## config.mk

```make
export PLATFORM = sky130hd
export DESIGN_NAME = rrs_serial_mul
export DESIGN_NICKNAME = d
export VERILOG_FILES = /design/src/rtl/rrs_pkg.sv /design/src/rtl/rrs_serial_mul.sv
export SDC_FILE = /design/constraint.sdc
export NUM_CORES = 1
export LEC_CHECK = 0
export ABC_AREA = 0
export BUFFER_PORTS_ARGS = -buffer_cell sky130_fd_sc_hd__buf_4
export CORE_MARGIN = 5
export CORE_UTILIZATION = 55
export DETAILED_ROUTE_END_ITERATION = 7
export GPL_ROUTABILITY_DRIVEN = 0
export PLACE_DENSITY = 0.78
export SLEW_MARGIN = 20
export SYNTH_ARGS = -nofsm -noshare
export SYNTH_HDL_FRONTEND = slang
export SYNTH_SLANG_ARGS = --single-unit
```

## constraint.sdc

```tcl
create_clock -name aclk -period 5.6 [get_ports aclk]
set_input_delay 0.28 -clock aclk [delete_from_list [all_inputs] [get_ports aclk]]
set_output_delay 0.28 -clock aclk [all_outputs]
set_load 0.01 [all_outputs]
```

## src/rtl/rrs_pkg.sv

```systemverilog
// ----------------------------------------------------------------------------
// rrs_pkg
// Shared types and constants for the rolling regression slope core.
// ----------------------------------------------------------------------------
`default_nettype none

package rrs_pkg;

    localparam int MAX_WINDOW  = 256;
    localparam int RING_AW     = $clog2(MAX_WINDOW);
    localparam int SAMPLE_BITS = 24;
    localparam int SUM1_BITS   = 32;
    localparam int SUM2_BITS   = 56;
    localparam int WLEN_BITS   = 9;
    localparam int BETA_BITS   = 14;
    localparam int FLOOR_BITS  = 32;
    localparam int FRAC_BITS   = 12;
    localparam int WIDE_BITS   = 64;
    localparam int MPLIER_BITS = 32;
    localparam int CNT_BITS    = 6;
    localparam int DIV_STEPS   = WIDE_BITS + FRAC_BITS;
    localparam int DIV_CNT_BITS = $clog2(DIV_STEPS + 1);

    localparam logic [BETA_BITS-1:0] BETA_ONE     = 14'd4096;
    localparam logic [BETA_BITS-1:0] BETA_MAXCODE = 14'h3FFF;

    localparam logic [WLEN_BITS-1:0]  WLEN_RESET  = 9'd128;
    localparam logic [WLEN_BITS-1:0]  WLEN_MIN    = 9'd2;
    localparam logic [WLEN_BITS-1:0]  WLEN_MAX    = 9'd256;
    localparam logic [BETA_BITS-1:0]  BMIN_RESET  = 14'd1229;
    localparam logic [BETA_BITS-1:0]  BMAX_RESET  = 14'd12288;
    localparam logic [FLOOR_BITS-1:0] FLOOR_RESET = 32'd110000;

    // register indexes on the write port
    typedef enum logic [1:0] {
        REG_WINDOW_LEN  = 2'd0,
        REG_BETA_MIN    = 2'd1,
        REG_BETA_MAX    = 2'd2,
        REG_DENOM_FLOOR = 2'd3
    } reg_idx_t;

    typedef enum logic [2:0] {
        ST_IDLE,
        ST_READ,
        ST_ISSUE,
        ST_WAIT,
        ST_DIV,
        ST_DONE
    } state_t;

    // products taken one after another by the serial multiplier
    typedef enum logic [3:0] {
        OP_XY,
        OP_OXY,
        OP_XX,
        OP_OXX,
        OP_NSXX,
        OP_SXSX,
        OP_FLOOR,
        OP_NSXY,
        OP_SXSY
    } op_t;

    typedef struct packed {
        logic                   start;
        logic [WIDE_BITS-1:0]   mcand;
        logic [MPLIER_BITS-1:0] mplier;
        logic [CNT_BITS-1:0]    nbits;
    } mul_req_t;

    typedef struct packed {
        logic                 start;
        logic [WIDE_BITS-1:0] num;
        logic [WIDE_BITS-1:0] den;
    } div_req_t;

endpackage

`default_nettype wire

```

## src/rtl/rrs_serial_mul.sv

```systemverilog
// ----------------------------------------------------------------------------
// rrs_serial_mul
// Shift-add multiplier, one multiplier bit per cycle, product mod 2^64.
// ----------------------------------------------------------------------------
`default_nettype none

module rrs_serial_mul (
    input  wire logic                          aclk,
    input  wire logic                          aresetn,
    input  wire rrs_pkg::mul_req_t             req,
    output logic                               done,
    output logic [rrs_pkg::WIDE_BITS-1:0]      product
);

    logic [rrs_pkg::WIDE_BITS-1:0]   acc_reg, acc_next;
    logic [rrs_pkg::WIDE_BITS-1:0]   mcand_reg, mcand_next;
    logic [rrs_pkg::MPLIER_BITS-1:0] mplier_reg, mplier_next;
    logic [rrs_pkg::CNT_BITS-1:0]    cnt_reg, cnt_next;
    logic                            done_reg, done_next;

    // one partial product per cycle
    always_comb begin
        acc_next    = acc_reg;
        mcand_next  = mcand_reg;
        mplier_next = mplier_reg;
        cnt_next    = cnt_reg;
        done_next   = 1'b0;
        if (req.start) begin
            acc_next    = '0;
            mcand_next  = req.mcand;
            mplier_next = req.mplier;
            cnt_next    = req.nbits;
        end else if (cnt_reg != '0) begin
            if (mplier_reg[0]) begin
                acc_next = acc_reg + mcand_reg;
            end
            mcand_next  = {mcand_reg[rrs_pkg::WIDE_BITS-2:0], 1'b0};
            mplier_next = {1'b0, mplier_reg[rrs_pkg::MPLIER_BITS-1:1]};
            cnt_next    = cnt_reg - 1'b1;
            done_next   = (cnt_reg == rrs_pkg::CNT_BITS'(1));
        end
    end

    always_ff @(posedge aclk) begin
        if (!aresetn) begin
            cnt_reg  <= '0;
            done_reg <= 1'b0;
        end else begin
            cnt_reg  <= cnt_next;
            done_reg <= done_next;
        end
        acc_reg    <= acc_next;
        mcand_reg  <= mcand_next;
        mplier_reg <= mplier_next;
    end

    assign done    = done_reg;
    assign product = acc_reg;

endmodule

`default_nettype wire

```

# --- Yosys cells after proc, flatten, opt, wreduce, memory -nomap -nowiden ---
# Cells that the tools add are included.
word_totals:
  regBits: 167
  in_bits: 105
  out_inout_bits: 65
op_classes:
  add_sub_neg: 2
  n_eq_ne: 1
  mux: 6
  n_bitwise: 2
  reduce_logical: 4
op_table:
  columns: ["op", "count"]
  rows:
  - ["two-way mux 64 bit", 2]
  - ["adder 64 bit", 1]
  - ["two-way mux 32 bit", 2]
  - ["two-way mux 6 bit", 2]
  - ["== test 6 x 1 -> 1 bit, second input constant", 1]
  - ["nonzero test 6 bit", 1]
  - ["subtractor 6 x 1 -> 6 bit, second input constant", 1]
  - ["OR reduction 3 bit", 1]
  - ["NOT 1 bit", 2]
  - ["AND reduction 2 bit", 1]
  - ["nonzero test 2 bit", 1]

# --- Depth between registers and ports, before layout ---
# Gate-level depths: netlist of the first run.
depth:
  ltp_word: 3
  ltp_mapped: 11

# --- Worst setup path before layout of the first run ---
# Ideal clock, no wire load.
synth_timing:
  kind: "register to register"
  from: "register cnt_reg[2] (netlist bit)"
  to: "register cnt_reg[1] (netlist bit)"
  arrival_time_ps: 3929
  required_time_ps: 5463
  path_slack_ps: 1534
  path_stages_with_launch: 4
  cell_sequence: "dfxtp_1 nor4_1 nand3_1 o211a_1"
synth_via:
  elab_chain_len: 2
synth_lines:
  columns: ["item", "line", "rtl"]
  rows:
  - ["start, declared", "rrs_serial_mul.sv:18", "logic [rrs_pkg::CNT_BITS-1:0] cnt_reg, cnt_next;"]
  - ["start signal, assigned", "rrs_serial_mul.sv:49", "cnt_reg <= cnt_next;"]
  - ["nonzero test 6 bit", "rrs_serial_mul.sv:33", "end else if (cnt_reg != '0) begin"]
  - ["nonzero test 2 bit (no source line)", null, null]
# Every way passes these cells.
# A chain may end at the register's enable or synchronous reset.

# --- Worst setup path after layout of the first run ---
layout_timing:
  from: "register mcand_reg[0] (netlist bit)"
  to: "register acc_reg (netlist bit product[52])"
layout_via:
  elab_chain_len: 1
layout_lines:
  columns: ["item", "line", "rtl"]
  rows:
  - ["start, declared", "rrs_serial_mul.sv:16", "logic [rrs_pkg::WIDE_BITS-1:0] mcand_reg, mcand_next;"]
  - ["start signal, assigned", "rrs_serial_mul.sv:53", "mcand_reg <= mcand_next;"]
  - ["adder 64 bit", "rrs_serial_mul.sv:35", "acc_next = acc_reg + mcand_reg;"]
  - ["end signal, assigned", "rrs_serial_mul.sv:52", "acc_reg <= acc_next;"]
  - ["end, declared", "rrs_serial_mul.sv:15", "logic [rrs_pkg::WIDE_BITS-1:0] acc_reg, acc_next;"]
# Every way passes these cells.

==> out/results.ini, run 1 <==
[status]
status=finished clean

[sta]
tns_ns=0
relSlewSlack_pct=34.4
fmax_mhz=288
rsz0062_at_grt=false
setup_viol=0
fin_skew_ns=0.0119
report.final.slew_viol_count=0
tightest_slew_ns=0.981
holdWs_ns=0.0722
period_share_pct=62.0
hold_viol=0
period_needed_ns=3.47

[clock_network]
clock_path_buffers=2
cts_sinks=167
holdBufCountCts=0
cts-root-buf=clkbuf_16
cts_tree=built
cts_resized=0
cts_setup_buffers=0
clk_pin_slew_ns=0.07
clkLatencyLatePin_ns=0.44
h-tree-depth=4
cts_buffers=17

[global_routing]
antenna_found_initial=0
grt_util_all_layers_pct=24.2
grt_pass1_wl_um=43700
grt_pass1_vias=8838
grt_start_max_net_pins=91
gr-total-overflow=0

[logic_synthesis]
ys_warn_count=0
syn_avg_cell_area_um2=9.48
yosysTopAreaCellShare_pct=27.5
ys_seq_elements=167
mappedNetlistArea_um2=10500
synth_area_leaders=edfxtp_1 (28%), dfxtp_1 (14%), mux2_2 (10%)
synth_enable_flop_cells=96
synthFlopType=edfxtp_1
ys_seq_area_share_pct=41.1
netlist_instances=1106
synthArstFlopShare_pct=0
synth_nets=1277
yosys.area.top_type=edfxtp_1
synth.distinct_cells=74

[worst_setup_path]
reg2reg_setup_slack_ns=2.13
crit_arrival_ns=3.80
worstRegToRegCells=11
cp.required_ns=5.92
worstSetupPathType=flip-flop to flip-flop
end_kind=flip-flop
crit_fanout=4
critPathLaunchType=flip-flop

[drt]
first_pass_iters=5
routed_via_density=6.04
drc_errors=0
vias=8940
wl_um=27200
wl_per_cell_um=18.4
dr.first_iter.drc_count=597
antenna_left=0

[power]
ir_drop_mv=0.241
p_per_area_nw_per_um2=478
leakage_nw=5.22

[placement]
hpwlAfterDp_um=19300
io_buffers=169
place_area_um2=11800

[floorplanning]
dieArea_um2=21900
io_pins=170
core_um2=18700
dieHeight_um=148
die_w_um=148
start_util_pct=56.0
placement_rows=50

[cells_and_area]
finalInstanceArea_um2=12400
fillers=1540
ff_latch_area_um2=4300
synthToLayoutAreaGrowth_pct=18.2
nets=1404
multi_input_area_um2=5870
drive_above_1_share_pct=25.4
num_antenna_cells=0

[worst_hold_path]
worstHoldPathCells=3
min_path_type=input pin to flip-flop

[flow_run]
cap_violations=0

## layer usage
layer	global-route usage, %	share of wire [%]	wire length, µm	up-vias
met4	6.93	2.2	589	0
met2	42.2	50	13500	307
met3	6.10	6.8	1850	53
met1	29.7	41	11300	4234
li1	-	-	-	4346
met5	0	0	0	-
## layout make-up
cell class                      instances  share of cell area [%]
Tap cell                              234                    2.36
Inverter                               19                   0.576
Timing Repair Buffer                  173                    10.5
Clock buffer                           18                    3.47
Multi-Input combinational cell        855                    47.4
Clock inverter                         14                   0.909
Sequential cell                       167                    34.8
## cells by family after synthesis
| kind of cell | synth area share, % |
|---|---|
| AO/OA/AOI/OAI | 17.9 |
| adder cells (fa/ha/maj) | 7.95 |
| buffers and inverters | 3.06 |
| XOR/XNOR | 3.76 |
| flip-flops | 41.1 |
| AND/OR/NAND/NOR | 15.8 |
| multiplexers | 10.5 |
## cell usage after synthesis, types with 21 or more instances
cell type,n
o21ai_0,47
edfxtp_1,96
nand3_1,30
a21oi_1,120
nor2_1,51
nand4_1,27
mux2_2,95
ha_1,65
dfxtp_1,71
xor2_1,21
xnor2_1,24
a21o_1,31
nand2_1,149
clkbuf_1,50
## layout by cell type (no fill, tap or decap), types with 9 or more instances in the layout
cell and n:
buf_4 172, nand2_1 148, a21oi_1 120, edfxtp_1 96
mux2_2 95, dfxtp_1 71, ha_1 65, nor2_1 51
o21ai_0 47, a21o_1 31, nand3_1 29, nand4_1 27
xnor2_1 24, xor2_1 21, inv_1 18, nor3_1 18
clkbuf_16 17, and3_1 13, o21bai_1 12, or3_1 12
o211ai_1 11, o21a_1 10, and2_1 9, a31oi_1 9
## through the flow
stage	setup slack (ns)	utilization [%]	power (mW)	instances
floorplan	1.53	-	3.91	1106
global placement	2.27	63.3	4.71	1448
detailed placement	2.18	63.3	4.76	1448
CTS	2.16	66.2	5.90	1480
global route	1.81	66.2	6.31	1480
finish	2.13	66.2	5.92	1480
## where the power goes
group,total [mW],switching [mW],internal [mW]
sequential,1.91,0.244,1.66
clock,1.11,0.533,0.578
combinational,2.90,1.69,1.21
total,5.92,2.47,3.45
## worst max-delay path, stage by stage, from the launching register on
cell and delay, ns:
edfxtp_1 0.39, ha_1 0.22, fa_1 0.41, a21oi_1 0.21
o22ai_1 0.14, o31ai_1 0.53, o21ai_1 0.21, a21oi_1 0.39
or4_1 0.28, a21oi_1 0.14, nand2b_1 0.17, a221o_1 0.28
## path summary, 6_finish.rpt
path | endpoint | startpoint
setup / recovery | product[52] | mcand_reg[0]
hold / removal | cnt_reg[3] | req[3]
setup reg to reg | product[52] | mcand_reg[0]
hold reg to reg | product[33] | product[33]
Power figures use the tool's default switching activity.
==> run 2, diff against run 1 <==
--- a/config.mk
+++ b/config.mk
@@ -5,13 +5,13 @@
 export SDC_FILE = /design/constraint.sdc
 export NUM_CORES = 1
 export LEC_CHECK = 0
-export ABC_AREA = 0
+export ABC_AREA = 1
 export BUFFER_PORTS_ARGS = -buffer_cell sky130_fd_sc_hd__buf_4
 export CORE_MARGIN = 5
 export CORE_UTILIZATION = 55
 export DETAILED_ROUTE_END_ITERATION = 7
 export GPL_ROUTABILITY_DRIVEN = 0
-export PLACE_DENSITY = 0.78
+export PLACE_DENSITY = 0.77
 export SLEW_MARGIN = 20
 export SYNTH_ARGS = -nofsm -noshare
 export SYNTH_HDL_FRONTEND = slang
==> constraint.sdc (replaced) <==
create_clock -name aclk -period 3.6 [get_ports aclk]
set_input_delay 0.18 -clock aclk [delete_from_list [all_inputs] [get_ports aclk]]
set_output_delay 0.18 -clock aclk [all_outputs]
set_load 0.01 [all_outputs]
==> run 2 against run 1 <==
  * First-iteration DRC count rose by 95%
  * Cell count is 70% higher
  * Hold slack lost 0.061 ns
  * Non-clock buffer count increased by 9
  * Register-to-register slack worse by 1.2 ns
  * Combinational power is 24% higher
  * Sequential share of layout area down 5.9 points
  * Sequential cell count stayed put
==> out/results.ini, run 2 <==
[status]
status=finished clean

[sta]
period_share_pct=72.9
tns_ns=0
report.final.slew_viol_count=0
setup_viol=0
fmax_mhz=381
hold_viol=0
relSlewSlack_pct=54.9
fin_skew_ns=0.0163
period_needed_ns=2.62
rsz0062_at_grt=false
tightest_slew_ns=0.677

[cells_and_area]
fillers=2115
finalInstanceArea_um2=14900
ff_latch_area_um2=4300
num_antenna_cells=0
nets=2391
final_cell_mix=nand2_1 (888), inv_1 (378), nor2_1 (221)
stdcell_count=2518
drive_above_1_share_pct=12.4
final_common_cell=nand2_1
multi_input_area_um2=6780
synthToLayoutAreaGrowth_pct=17.0

[global_routing]
grt_use_met3_pct=5.84
grt_start_max_net_pins=80
busiest_layer=met2
gr-total-overflow=0
grt_pass1_vias=12000
grt_util_all_layers_pct=27.5
use_met1_pct=38.2
grt_pass1_wl_um=58700
antenna_found_initial=0
grt_use_met2_pct=43.2

[logic_synthesis]
ys_seq_elements=167
synth_area_leaders=nand2_1 (26%), edfxtp_1 (23%), inv_1 (11%)
synthArstFlopShare_pct=0
ys_warn_count=0
synth.distinct_cells=35
yosysTopAreaCellShare_pct=26.2
ys_seq_area_share_pct=33.8
synth_enable_flop_cells=96
yosysMostFrequentCell=nand2_1
netlist_instances=2061
syn_avg_cell_area_um2=6.18
yosys.area.top_type=nand2_1
synth_nets=2232
synth_commonest_cells=nand2_1 (888), inv_1 (379), nor2_1 (221)
synthFlopType=edfxtp_1
mappedNetlistArea_um2=12700

[drt]
dr.first_iter.drc_count=1167
vias=12800
drc_errors=0
first_pass_iters=6
wl_per_cell_um=14.4
antenna_left=0
wl_um=36300
routed_via_density=5.09

[power]
leakage_nw=8.73
p_per_area_nw_per_um2=545
power_mw=8.11
ir_drop_mv=0.282

[worst_setup_path]
reg2reg_setup_slack_ns=0.98
crit_fanout=79
worstRegToRegCells=12
end_kind=flip-flop
r2r-start=cnt_reg[0]
cp.required_ns=3.97
crit_chain=inv_1 -> ha_1 -> inv_1 -> nor2_2 -> inv_1 -> nand2_2 -> inv_2 -> buf_12 -> nor2_1 -> nor2_1 -> o21ai_0 -> inv_1
slowest_delay_ns=0.52
critPathLaunchType=flip-flop
worstSetupPathType=flip-flop to flip-flop
crit_arrival_ns=3.00
cp_slowest_cell=inv_2
cpMostUsedCell=inv_1
r2r_end=product[27]

[clock_network]
cts_buffers=17
clk_pin_slew_ns=0.07
h-tree-depth=4
cts-root-buf=clkbuf_16
clkLatencyLatePin_ns=0.44
clock_path_buffers=2
cts_sinks=167
cts_tree=built

[worst_hold_path]
worstHoldPathCells=3
min_from=req[51]
min_path_type=input pin to flip-flop
hold_end=mcand_reg[13]

[flow_run]
cap_violations=0

[floorplanning]
die_w_um=162
start_util_pct=56.1
dieArea_um2=26300
core_um2=22700
io_pins=170
dieHeight_um=162
placement_rows=55

[placement]
dp.cells=2480
place_area_um2=14200
hpwlAfterDp_um=28300
io_buffers=169

-- run 2: stage by stage --
stage          worst slack [ns]  utilization [%]  hold WS [ns]
2_1_floorplan             0.324                -         0.311
3_3_place_gp               1.14             62.7         0.438
3_5_place_dp               1.10             62.7         0.446
4_1_cts                   0.988             65.6      0.000474
5_1_grt                   0.630             65.6       0.00438
6_report                  0.975             65.6        0.0109
-- run 2: cells by family after synthesis --
logic type                 after synthesis  share of synthesized area [%]
AOI/OAI and AO/OA                      111                           4.71
xor gates and xnor gates                32                           2.20
adders and majority gates               66                           6.54
buffers and inverters                  430                           13.0
DFF                                    167                           33.8
and+or+nand+nor                       1255                           39.8
-- run 2: worst max-delay path by stage --
stage | slack, ns | to | depth (start not counted) | startpoint
after floorplan | 0.32 | cnt_reg[1] | 9 | cnt_reg[0]
after global placement | 1.14 | product[62] | 16 | mcand_reg[0]
after detailed placement | 1.10 | product[62] | 16 | mcand_reg[0]
after CTS | 0.99 | product[27] | 12 | cnt_reg[0]
after global routing | 0.63 | product[27] | 12 | cnt_reg[0]
final | 0.98 | product[27] | 12 | cnt_reg[0]
-- run 2: layout make-up --
class | count | area share (%)
Sequential cell | 167 | 28.9
Timing Repair Buffer | 182 | 9.44
Tap cell | 285 | 2.39
Inverter | 388 | 9.80
Clock inverter | 15 | 1.09
Clock buffer | 17 | 2.86
Multi-Input combinational cell | 1464 | 45.5
-- run 2: what timing repair did --
item | 4_1_cts | 5_1_grt
resized for setup | 0 | 0
setup buffers | 0 | 0
hold endpoints to repair | 6 | 0
hold buffers | 6 | 0
-- run 2: layer usage --
metal / part of all wire (%) / up-vias
met2: 43 / 553
met4: 2.8 / 0
met3: 10 / 85
li1: - / 6524
met5: 0 / -
met1: 44 / 5664
-- run 2: power breakdown --
| group | internal [mW] | switching (mW) |
|---|---|---|
| registers | 2.42 | 0.276 |
| clock network | 0.928 | 0.908 |
| logic | 1.28 | 2.31 |
| total | 4.62 | 3.49 |
-- run 2: critical path, delay by kind of cell, from the launching register on --
kind / cells / cell delay [ns]
AO/OA/AOI/OAI: 1 / 0.12
adder cells (fa/ha/maj): 1 / 0.21
buffers and inverters: 6 / 1.21
flip-flops: 1 / 0.41
AND/OR/NAND/NOR: 4 / 0.56
