### src/rtl/rrs_pkg.sv
// ----------------------------------------------------------------------------
// rrs_pkg
// Shared types and constants for the rolling regression slope core.
// ----------------------------------------------------------------------------
`default_nettype none

package rrs_pkg;

    localparam int MAX_WINDOW  = 256;
    localparam int RING_AW     = $clog2(MAX_WINDOW);
    localparam int SAMPLE_BITS = 24;
    localparam int SUM1_BITS   = 32;
    localparam int SUM2_BITS   = 56;
    localparam int WLEN_BITS   = 9;
    localparam int BETA_BITS   = 14;
    localparam int FLOOR_BITS  = 32;
    localparam int FRAC_BITS   = 12;
    localparam int WIDE_BITS   = 64;
    localparam int MPLIER_BITS = 32;
    localparam int CNT_BITS    = 6;
    localparam int DIV_STEPS   = WIDE_BITS + FRAC_BITS;
    localparam int DIV_CNT_BITS = $clog2(DIV_STEPS + 1);

    localparam logic [BETA_BITS-1:0] BETA_ONE     = 14'd4096;
    localparam logic [BETA_BITS-1:0] BETA_MAXCODE = 14'h3FFF;

    localparam logic [WLEN_BITS-1:0]  WLEN_RESET  = 9'd128;
    localparam logic [WLEN_BITS-1:0]  WLEN_MIN    = 9'd2;
    localparam logic [WLEN_BITS-1:0]  WLEN_MAX    = 9'd256;
    localparam logic [BETA_BITS-1:0]  BMIN_RESET  = 14'd1229;
    localparam logic [BETA_BITS-1:0]  BMAX_RESET  = 14'd12288;
    localparam logic [FLOOR_BITS-1:0] FLOOR_RESET = 32'd110000;

    // register indexes on the write port
    typedef enum logic [1:0] {
        REG_WINDOW_LEN  = 2'd0,
        REG_BETA_MIN    = 2'd1,
        REG_BETA_MAX    = 2'd2,
        REG_DENOM_FLOOR = 2'd3
    } reg_idx_t;

    typedef enum logic [2:0] {
        ST_IDLE,
        ST_READ,
        ST_ISSUE,
        ST_WAIT,
        ST_DIV,
        ST_DONE
    } state_t;

    // products taken one after another by the serial multiplier
    typedef enum logic [3:0] {
        OP_XY,
        OP_OXY,
        OP_XX,
        OP_OXX,
        OP_NSXX,
        OP_SXSX,
        OP_FLOOR,
        OP_NSXY,
        OP_SXSY
    } op_t;

    typedef struct packed {
        logic                   start;
        logic [WIDE_BITS-1:0]   mcand;
        logic [MPLIER_BITS-1:0] mplier;
        logic [CNT_BITS-1:0]    nbits;
    } mul_req_t;

    typedef struct packed {
        logic                 start;
        logic [WIDE_BITS-1:0] num;
        logic [WIDE_BITS-1:0] den;
    } div_req_t;

endpackage

`default_nettype wire

### src/rtl/rrs_serial_div.sv
// ----------------------------------------------------------------------------
// rrs_serial_div
// Restoring divider, one quotient bit per cycle, Q2.12 saturated result.
// ----------------------------------------------------------------------------
`default_nettype none

module rrs_serial_div (
    input  wire logic                          aclk,
    input  wire logic                          aresetn,
    input  wire rrs_pkg::div_req_t             req,
    output logic                               done,
    output logic [rrs_pkg::BETA_BITS-1:0]      quotient
);

    logic [rrs_pkg::WIDE_BITS-1:0]    rem_reg, rem_next;
    logic [rrs_pkg::WIDE_BITS-1:0]    sh_reg, sh_next;
    logic [rrs_pkg::WIDE_BITS-1:0]    den_reg, den_next;
    logic [rrs_pkg::BETA_BITS-1:0]    q_reg, q_next;
    logic                             over_reg, over_next;
    logic [rrs_pkg::DIV_CNT_BITS-1:0] cnt_reg, cnt_next;
    logic                             done_reg, done_next;
    logic [rrs_pkg::WIDE_BITS:0]      trial;
    logic                             ge;

    // dividend bits enter msb first, then the fraction zeros
    always_comb begin
        trial       = {rem_reg, sh_reg[rrs_pkg::WIDE_BITS-1]};
        ge          = (trial >= {1'b0, den_reg});
        rem_next    = rem_reg;
        sh_next     = sh_reg;
        den_next    = den_reg;
        q_next      = q_reg;
        over_next   = over_reg;
        cnt_next    = cnt_reg;
        done_next   = 1'b0;
        if (req.start) begin
            rem_next  = '0;
            sh_next   = req.num;
            den_next  = req.den;
            q_next    = '0;
            over_next = 1'b0;
            cnt_next  = rrs_pkg::DIV_CNT_BITS'(rrs_pkg::DIV_STEPS);
        end else if (cnt_reg != '0) begin
            rem_next  = ge ? rrs_pkg::WIDE_BITS'(trial - {1'b0, den_reg})
                           : trial[rrs_pkg::WIDE_BITS-1:0];
            sh_next   = {sh_reg[rrs_pkg::WIDE_BITS-2:0], 1'b0};
            q_next    = {q_reg[rrs_pkg::BETA_BITS-2:0], ge};
            // any quotient bit above the result width saturates
            over_next = over_reg | q_reg[rrs_pkg::BETA_BITS-1];
            cnt_next  = cnt_reg - 1'b1;
            done_next = (cnt_reg == rrs_pkg::DIV_CNT_BITS'(1));
        end
    end

    always_ff @(posedge aclk) begin
        if (!aresetn) begin
            cnt_reg  <= '0;
            done_reg <= 1'b0;
        end else begin
            cnt_reg  <= cnt_next;
            done_reg <= done_next;
        end
        rem_reg  <= rem_next;
        sh_reg   <= sh_next;
        den_reg  <= den_next;
        q_reg    <= q_next;
        over_reg <= over_next;
    end

    assign done     = done_reg;
    assign quotient = over_reg ? rrs_pkg::BETA_MAXCODE : q_reg;

endmodule

`default_nettype wire

### config.mk
export PLATFORM = sky130hd
export DESIGN_NAME = rrs_serial_div
export DESIGN_NICKNAME = d
export VERILOG_FILES = /design/src/rtl/rrs_pkg.sv /design/src/rtl/rrs_serial_div.sv
export SDC_FILE = /design/constraint.sdc
export NUM_CORES = 1
export LEC_CHECK = 0
export BUFFER_PORTS_ARGS = -buffer_cell sky130_fd_sc_hd__buf_2
export CAP_MARGIN = 20
export CORE_MARGIN = 2
export CORE_UTILIZATION = 51
export CTS_CLUSTER_SIZE = 30
export DETAILED_ROUTE_END_ITERATION = 8
export PLACE_DENSITY = 0.79
export RECOVER_POWER = 50
export SLEW_MARGIN = 20
export SYNTH_ARGS = -nofsm -noshare
export SYNTH_HDL_FRONTEND = slang
export SYNTH_SLANG_ARGS = --single-unit
### constraint.sdc
create_clock -name aclk -period 4 [get_ports aclk]
set_input_delay 0.8 -clock aclk [delete_from_list [all_inputs] [get_ports aclk]]
set_output_delay 0.8 -clock aclk [all_outputs]
set_load 0.01 [all_outputs]
# Word-level counts from Yosys, hierarchy flattened
# Cells that the tools add are included.
# word_totals
reg_bits	215
latchBits	0
ram_bits	0
mem_bits_ro	0
input_bits	131
mem_count	0
# op_classes
add_sub_neg	2
n_mul	0
div	0
n_lt_le_gt_ge	1
eq_ne	1
shift	0
muxes	6
bitwise_logic	3
reduce_logical	4
# ops
operator	n
$mux 64	3
$ge 65x64->1	1
$sub 64x64->64	1
$mux 14	1
$mux 7	2
$eq 7x1->1 const B	1
$reduce_bool 7->1	1
$sub 7x1->7 const B	1
$reduce_or 3->1	1
$not 1->1	2
$reduce_bool 2->1	1
$reduce_or 2->1	1
$or 1x1->1	1

# Longest topological paths before layout
# Gate-level depths: netlist of the first run.
# depth
depth_word	3
depth_mapped	15
depth_no_buf	13

# Worst setup path after synthesis of the first run
# No wires, ideal clock.
# synth_timing
path_kind	input to register
start	input port req[128] (netlist name)
end	register sh_reg[0] (netlist name), enable pin
arrival_ns	3.133
required_ns	3.568
setup_slack_ns	0.435
cell_stages	4
n_path_buf	3
cell_sequence	clkbuf_1 > clkbuf_1 > clkbuf_1 > nand2b_1
# synth_between
elab_chain_cells	1
# synth_rtl
element	line_no	text
from (decl)	rrs_serial_div.sv:10	input wire rrs_pkg::div_req_t req,
$reduce_bool 2->1 (no source line)	-	
to (signal assigned)	rrs_serial_div.sv:64	sh_reg <= sh_next;
to (decl)	rrs_serial_div.sv:16	logic [rrs_pkg::WIDE_BITS-1:0] sh_reg, sh_next;
# No other way between the ends.
# A chain may end at the register's enable or synchronous reset.

# Worst setup path in the final report of the first run
# layout_timing
start	register sh_reg[63] (netlist name)
end	register rem_reg[62] (netlist name)
# layout_between
elab_chain_cells	2
word_cells_on_any_way	3
# layout_rtl
element	line_no	text
$sub 64x64->64 / $ge 65x64->1 (equally long branches)	rrs_serial_div.sv:44, rrs_serial_div.sv:28	
$mux 64 *	rrs_serial_div.sv:44	rem_next = ge ? rrs_pkg::WIDE_BITS'(trial - {1'b0, den_reg})
to (signal assigned)	rrs_serial_div.sv:63	rem_reg <= rem_next;
to (decl)	rrs_serial_div.sv:15	logic [rrs_pkg::WIDE_BITS-1:0] rem_reg, rem_next;
# Mark *: on every way between the ends. The rest lies on a longest branch, timed or not.

==> impl_metrics.csv, run 1 <==
group,metric,value,unit
status,outcome,"finished, violations left",
status,violations,"capacitance limit, slew limit",
setup_path,max_stage_delay,0.47,ns
sta,slew_viol_final,86,
synthesis,async_flop_share,0,
sta,skew,0.02214,ns
synthesis,synthesis.nets,1521,
detailed_routing,drc_errors,0,
placed_design,gp_congestion,0.9187,
sta,relSlewSlack,-0.3254,
synthesis,synth_ff_type,"edfxtp_1",
setup_path,cp.required,4.42,ns
final_layout,syn_to_final_growth,12.94,%
power,p_int,6.097,mW
placed_design,place_hpwl,20100,microns
sta,hold_viol,0,
die,die_w,160.9,microns
global_routing,grt_pass1_vias,9686,
sta,rsz0062_at_grt,"no",
clocking,numCtsBuffers,24,
clocking,postCtsHoldBufs,0,
sta,fmaxAchievable,0.2723,GHz
clocking,cts_max_path_buffers,3,
final_layout,fill_cells,2148,
global_routing,antenna_found_initial,0,
sta,timing.final.crit_period,3.672,ns
sta,post-route-period-util,0.9180,
setup_path,cp.arrival,4.09,ns
power,leakagePower,6.084,nW
die,row_count,57,
die,dieArea,0.02589,sq mm
setup_path,crit_fanout,4,
detailed_routing,drt-total-wl,28520,microns
power,switchingPower,4.209,mW
setup_path,slowest_stage,"o22ai_1",
clocking,cts_tree,"done",
placed_design,io_buffer_count,145,
setup_path,startpoint_type,"register",
synthesis,synth.cell_area,0.01256,sq mm
synthesis,yosysUniqueCellTypes,71,
sta,fin_tns_setup,0,ns
setup_path,path_buf_inv,1,
final_layout,layout-drive-gt1-share,0.1906,
clocking,clock-sinks,215,
die,initial_core_util,0.5179,
clocking,cts-htree-levels,1,
power,netSwitchingFraction,0.4084,
power,ir_worst_vdd,0.3929,mV
setup_path,path_class,"register to register",
final_layout,n_antenna_cell,0,
clocking,cts_root_buf,"clkbuf_16",
setup_path,critPathTopFamily,"compound AO/OA/AOI/OAI gates",
clocking,clk_pin_slew,0.06,ns
sta,setup_viol,0,
setup_path,path_cells,"inv_1, ha_1, fa_1, nor2b_1, o2111ai_1, a21oi_1, o21ai_1, nor4bb_1, o31a_1, o22ai_1, a31oi_1, mux2_1, a211oi_1",
setup_path,endpoint_kind,"register",
global_routing,grt_usage,0.2166,
detailed_routing,vias_per_cell,5.692,
clocking,clock_latency,0.54,ns
global_routing,grt_start_max_net_pins,86,
placed_design,dpl_cell_area,0.01346,sq mm
sta,layout_setup_ws,0.3280,ns
synthesis,synth-edff-count,128,
worst_hold_path,hp-class,"input port to register",
clocking,cts_resized,0,
detailed_routing,antenna_left,0,
final_layout,nets,1624,
power,power-per-cell-area,726.7,mW/mm^2
sta,worstMarginPinSlew,1.988,ns
global_routing,grt_pass1_wl,47020,microns
detailed_routing,wl_per_cell,16.14,microns
job,drv_cap,1,
die,die_h,160.9,microns
final_layout,final_area,0.01418,sq mm
clocking,cts_post_setup_buffers_inserted,0,
power,seq_power_share,0.313,
die,design.core.area,0.02425,sq mm
die,ios,146,
placed_design,dp_slack,0.4566,ns
power,p_clk_frac,0.203,
synthesis,syn_avg_cell_area,9.499,sq um
synthesis,yosysWarnings,0,
power,combPwrFrac,0.485,
synthesis,ys_ff_latch,215,
synthesis,synth-seq-area-share,0.4448,
power,finalPower,10.31,mW
global_routing,grt.overflow.total,0,
detailed_routing,num_vias,10058,
detailed_routing,drt_iter0_drc,736,
synthesis,syn_inst,1322,
detailed_routing,drtPass1Iterations,5,
-- final timing paths --
| check | from | to | slack [ns] | cells after the start |
|---|---|---|---|---|
| hold / removal | req[41] | den_reg[41] | 0.43 | 1 |
| setup reg to reg | sh_reg[63] | rem_reg[62] | 0.33 | 13 |
| hold reg to reg | q_reg[11] | q_reg[11] | 0.47 | 2 |
| setup / recovery | sh_reg[63] | rem_reg[62] | 0.33 | 13 |
-- kinds of logic (layout without fill, tap and decap cells) --
logic type | after synthesis | in the layout | share of synthesized area
flops | 215 | 215 | 0.4448
compound gates | 335 | 335 | 0.1741
xor+xnor | 51 | 51 | 0.03557
simple gates | 415 | 415 | 0.1578
buf+inv | 161 | 282 | 0.05131
fa+ha+maj | 68 | 68 | 0.06835
mux | 77 | 77 | 0.06806
-- synthesized netlist by cell type, drive strengths merged (3+ instances only) --
cell type	number	area, sq um
nor2	131	491.7
edfxtp	128	3844
a21oi	107	543.0
nand2	101	379.1
dfxtp	87	1742
inv	84	315.3
ha	67	838.3
mux2	67	754.5
nor3	62	326.6
clkbuf	59	222.7
a211oi	56	420.4
o21ai	54	270.3
a21o	34	255.2
xnor2	34	297.8
nand4	29	193.9
buf	18	106.3
o21bai	17	127.6
xor2	17	148.9
nand3	16	80.08
or2	15	93.84
a31oi	12	75.07
and2	10	62.56
mux2i	10	100.1
nand2b	10	62.56
o21a	10	75.07
or3	9	56.30
nor2b	7	43.79
nand3b	6	45.04
and3	5	31.28
o211ai	5	42.54
a311oi	4	35.03
o2111ai	4	35.03
o31a	4	35.03
or4	4	30.03
a21boi	3	22.52
a221oi	3	32.53
and4	3	27.53
o31ai	3	22.52
o41ai	3	33.79
-- stage by stage --
| stage | cells | util | hold WS (ns) |
|---|---|---|---|
| 2_1_floorplan | 1322 | - | 0.4398 |
| 3_3_place_gp | 1723 | 0.5553 | 0.4485 |
| 3_5_place_dp | 1723 | 0.5553 | 0.4594 |
| 4_1_cts | 1767 | 0.5860 | 0.4211 |
| 5_1_grt | 1767 | 0.5849 | 0.4200 |
| 6_report | 1767 | 0.5849 | 0.4347 |
-- power by group through the flow --
stage	sequential [mW]	combinational (mW)	clock [mW]
2_1_floorplan	3.16	3.96	0
4_1_cts	3.22	4.95	2.14
3_3_place_gp	3.23	4.83	0
6_report	3.22	4.99	2.09
5_1_grt	3.29	5.54	2.21
3_5_place_dp	3.25	4.89	0
-- area by class of cell --
class / instances / area (sq um) / share of cell area
flip-flops and latches: 215 / 5585 / 0.3938
well taps: 324 / 405.4 / 0.02858
repair buffers: 154 / 797.0 / 0.05620
clock inverters: 8 / 68.82 / 0.004852
clock buffers: 36 / 676.9 / 0.04773
inverters: 84 / 315.3 / 0.02223
multi-input cells: 946 / 6334 / 0.4466
-- per-layer routing --
layer	wire (microns)	track usage	vias up	share of wire
met4	580	0.05966	0	0.020
met2	13390	0.3640	261	0.47
met1	13080	0.2926	4768	0.46
met3	1477	0.03306	45	0.052
li1	-	-	4984	-
met5	0	0	-	0
-- cells in the final DEF, fill, tap and decap left out, types with 9 or more instances in the layout --
cell type | netlist | layout
edfxtp_1 | 128 | 128
ha_1 | 67 | 67
nor2_1 | 131 | 131
or2_2 | 15 | 15
nand2b_1 | 10 | 9
buf_2 | 13 | 139
mux2_2 | 65 | 64
a31oi_1 | 12 | 12
clkbuf_1 | 58 | 15
inv_1 | 84 | 84
o21ai_1 | 13 | 13
or3_1 | 9 | 9
nand3_1 | 16 | 16
nand2_1 | 101 | 100
xor2_1 | 17 | 17
o21bai_1 | 17 | 17
a211oi_1 | 56 | 56
nand4_1 | 27 | 27
xnor2_1 | 34 | 34
nor3_1 | 60 | 60
o21a_1 | 10 | 10
a21o_1 | 34 | 34
clkbuf_16 | 0 | 25
mux2i_1 | 10 | 10
dfxtp_1 | 87 | 87
o21ai_0 | 41 | 41
and2_1 | 10 | 9
a21oi_1 | 105 | 105
Note: power is estimated with default switching activity, not from simulation.
==> run 2: changes to the inputs <==
BUFFER_PORTS_ARGS = -buffer_cell sky130_fd_sc_hd__clkbuf_2   (was -buffer_cell sky130_fd_sc_hd__buf_2)
HOLD_SLACK_MARGIN = 0.05   (was default)
==> impl_metrics.csv, run 2 (same netlist as run 1, synthesis figures left out) <==
group,metric,value,unit
global_routing,grt_pass1_vias,9828,
sta,skew,0.01720,ns
sta,relSlewSlack,-0.7301,
power,combPwrFrac,0.479,
placed_design,dpl_cell_area,0.01350,sq mm
setup_path,endpoint_kind,"register",
global_routing,grt_pass1_wl,47670,microns
clocking,cts_tree,"done",
clocking,clock_latency,0.54,ns
power,p_int,6.231,mW
power,ir_worst_vdd,0.3669,mV
setup_path,cp.arrival,4.12,ns
setup_path,startpoint,"sh_reg[63]",
worst_hold_path,holdCritStartpoint,"req[60]",
final_layout,nets,1627,
final_layout,final_util,0.5894,
die,die_w,160.9,microns
placed_design,place_hpwl,20680,microns
sta,fin_tns_setup,0,ns
placed_design,dp_slack,0.3748,ns
detailed_routing,num_vias,10075,
clocking,cts_post_setup_buffers_inserted,0,
sta,rsz0062_at_grt,"no",
die,row_count,57,
clocking,cts_root_buf,"clkbuf_16",
detailed_routing,drt_iter0_drc,671,
global_routing,grt.overflow.total,0,
power,netSwitchingFraction,0.4027,
clocking,cts-htree-levels,1,
job,drv_cap,1,
final_layout,stdcell_count,1770,
setup_path,crit_fanout,4,
setup_path,startpoint_type,"register",
clocking,postCtsHoldBufs,0,
final_layout,fill_cells,2117,
setup_path,r2r_start,"sh_reg[63]",
placed_design,io_buffer_count,145,
clocking,cts_resized,0,
sta,hold_viol,0,
detailed_routing,antenna_left,0,
final_layout,layout-drive-gt1-share,0.1964,
sta,setup_viol,0,
detailed_routing,drtPass1Iterations,7,
detailed_routing,drt-total-wl,28900,microns
final_layout,syn_to_final_growth,13.81,%
placed_design,gp_congestion,0.9072,
worst_hold_path,hp-class,"input port to register",
sta,worstMarginPinSlew,2.595,ns
sta,slew_viol_final,45,
die,initial_core_util,0.5179,
die,ios,146,
detailed_routing,drc_errors,0,
power,p_clk_frac,0.211,
clocking,cts_max_path_buffers,3,
clocking,clock-sinks,215,
sta,timing.final.crit_period,3.685,ns
sta,post-route-period-util,0.9214,
die,die_h,160.9,microns
die,design.core.area,0.02425,sq mm
setup_path,cp.required,4.43,ns
sta,fmaxAchievable,0.2713,GHz
sta,whs,0.4387,ns
power,seq_power_share,0.309,
setup_path,path_class,"register to register",
detailed_routing,wl_per_cell,16.33,microns
status,outcome,"finished, violations left",
global_routing,grt_start_max_net_pins,96,
detailed_routing,vias_per_cell,5.692,
status,violations,"capacitance limit, slew limit",
final_layout,seqCellArea,0.005585,sq mm
final_layout,n_antenna_cell,0,
power,power-per-cell-area,730.0,mW/mm^2
final_layout,multiInputGateArea,0.006334,sq mm
power,finalPower,10.43,mW
final_layout,final_cell_mix,"clkbuf_2 (142), nor2_1 (131), edfxtp_1 (128)",
sta,layout_setup_ws,0.3145,ns
clocking,numCtsBuffers,24,
power,leakagePower,6.153,nW
placed_design,placedCellCount,1726,
final_layout,final_area,0.01429,sq mm
global_routing,antenna_found_initial,0,
final_layout,final_common_cell,"clkbuf_2",
power,switchingPower,4.201,mW
global_routing,grt_usage,0.2207,
clocking,clk_pin_slew,0.06,ns
die,dieArea,0.02589,sq mm
-- run 2: changes by cell type in the layout (fill, tap and decap cells not counted), moves of 3 or more --
cell      delta
clkbuf_1     -3
clkbuf_2   +140
buf_2      -139
clkbuf_8     +7
-- run 2: final timing paths --
kind / endpoint / slack, ns / depth (start not counted)
setup / recovery: rem_reg[62] / 0.31 / 13
hold / removal: den_reg[60] / 0.44 / 1
setup reg to reg: rem_reg[62] / 0.31 / 13
hold reg to reg: q_reg[4] / 0.46 / 2
-- run 2: metal layers --
layer  vias to the layer above  GRT usage  share of wire
li1                       5017          -              -
met3                        49    0.03667          0.057
met4                         0    0.06737          0.024
met5                         -          0              0
met1                      4738     0.2947           0.45
met2                       271     0.3697           0.47
-- run 2: final cells by class --
cell class,count,share of cell area
Clock buffer,40,0.05358
Clock inverter,4,0.003327
Inverter,84,0.02206
Multi-Input combinational cell,946,0.4432
Sequential cell,215,0.3908
Tap cell,324,0.02837
Timing Repair Buffer,157,0.05866
-- run 2: power by group through the flow --
stage / registers [mW] / logic (mW) / clock network (mW)
after global placement: 3.23 / 4.84 / 0
final: 3.23 / 5.00 / 2.20
after detailed placement: 3.26 / 4.94 / 0
after global routing: 3.29 / 5.57 / 2.34
after CTS: 3.22 / 4.98 / 2.25
after floorplan: 3.16 / 3.96 / 0
-- run 2: worst max-delay path: stages, from the launching register on --
cell,delay [ns]
edfxtp_1,0.35
inv_1,0.05
ha_1,0.22
fa_1,0.38
nor2b_1,0.23
o2111ai_1,0.19
a21oi_1,0.31
o21ai_1,0.13
nor4bb_1,0.18
o31a_1,0.34
o22ai_1,0.47
a31oi_1,0.18
mux2_1,0.35
a211oi_1,0.21
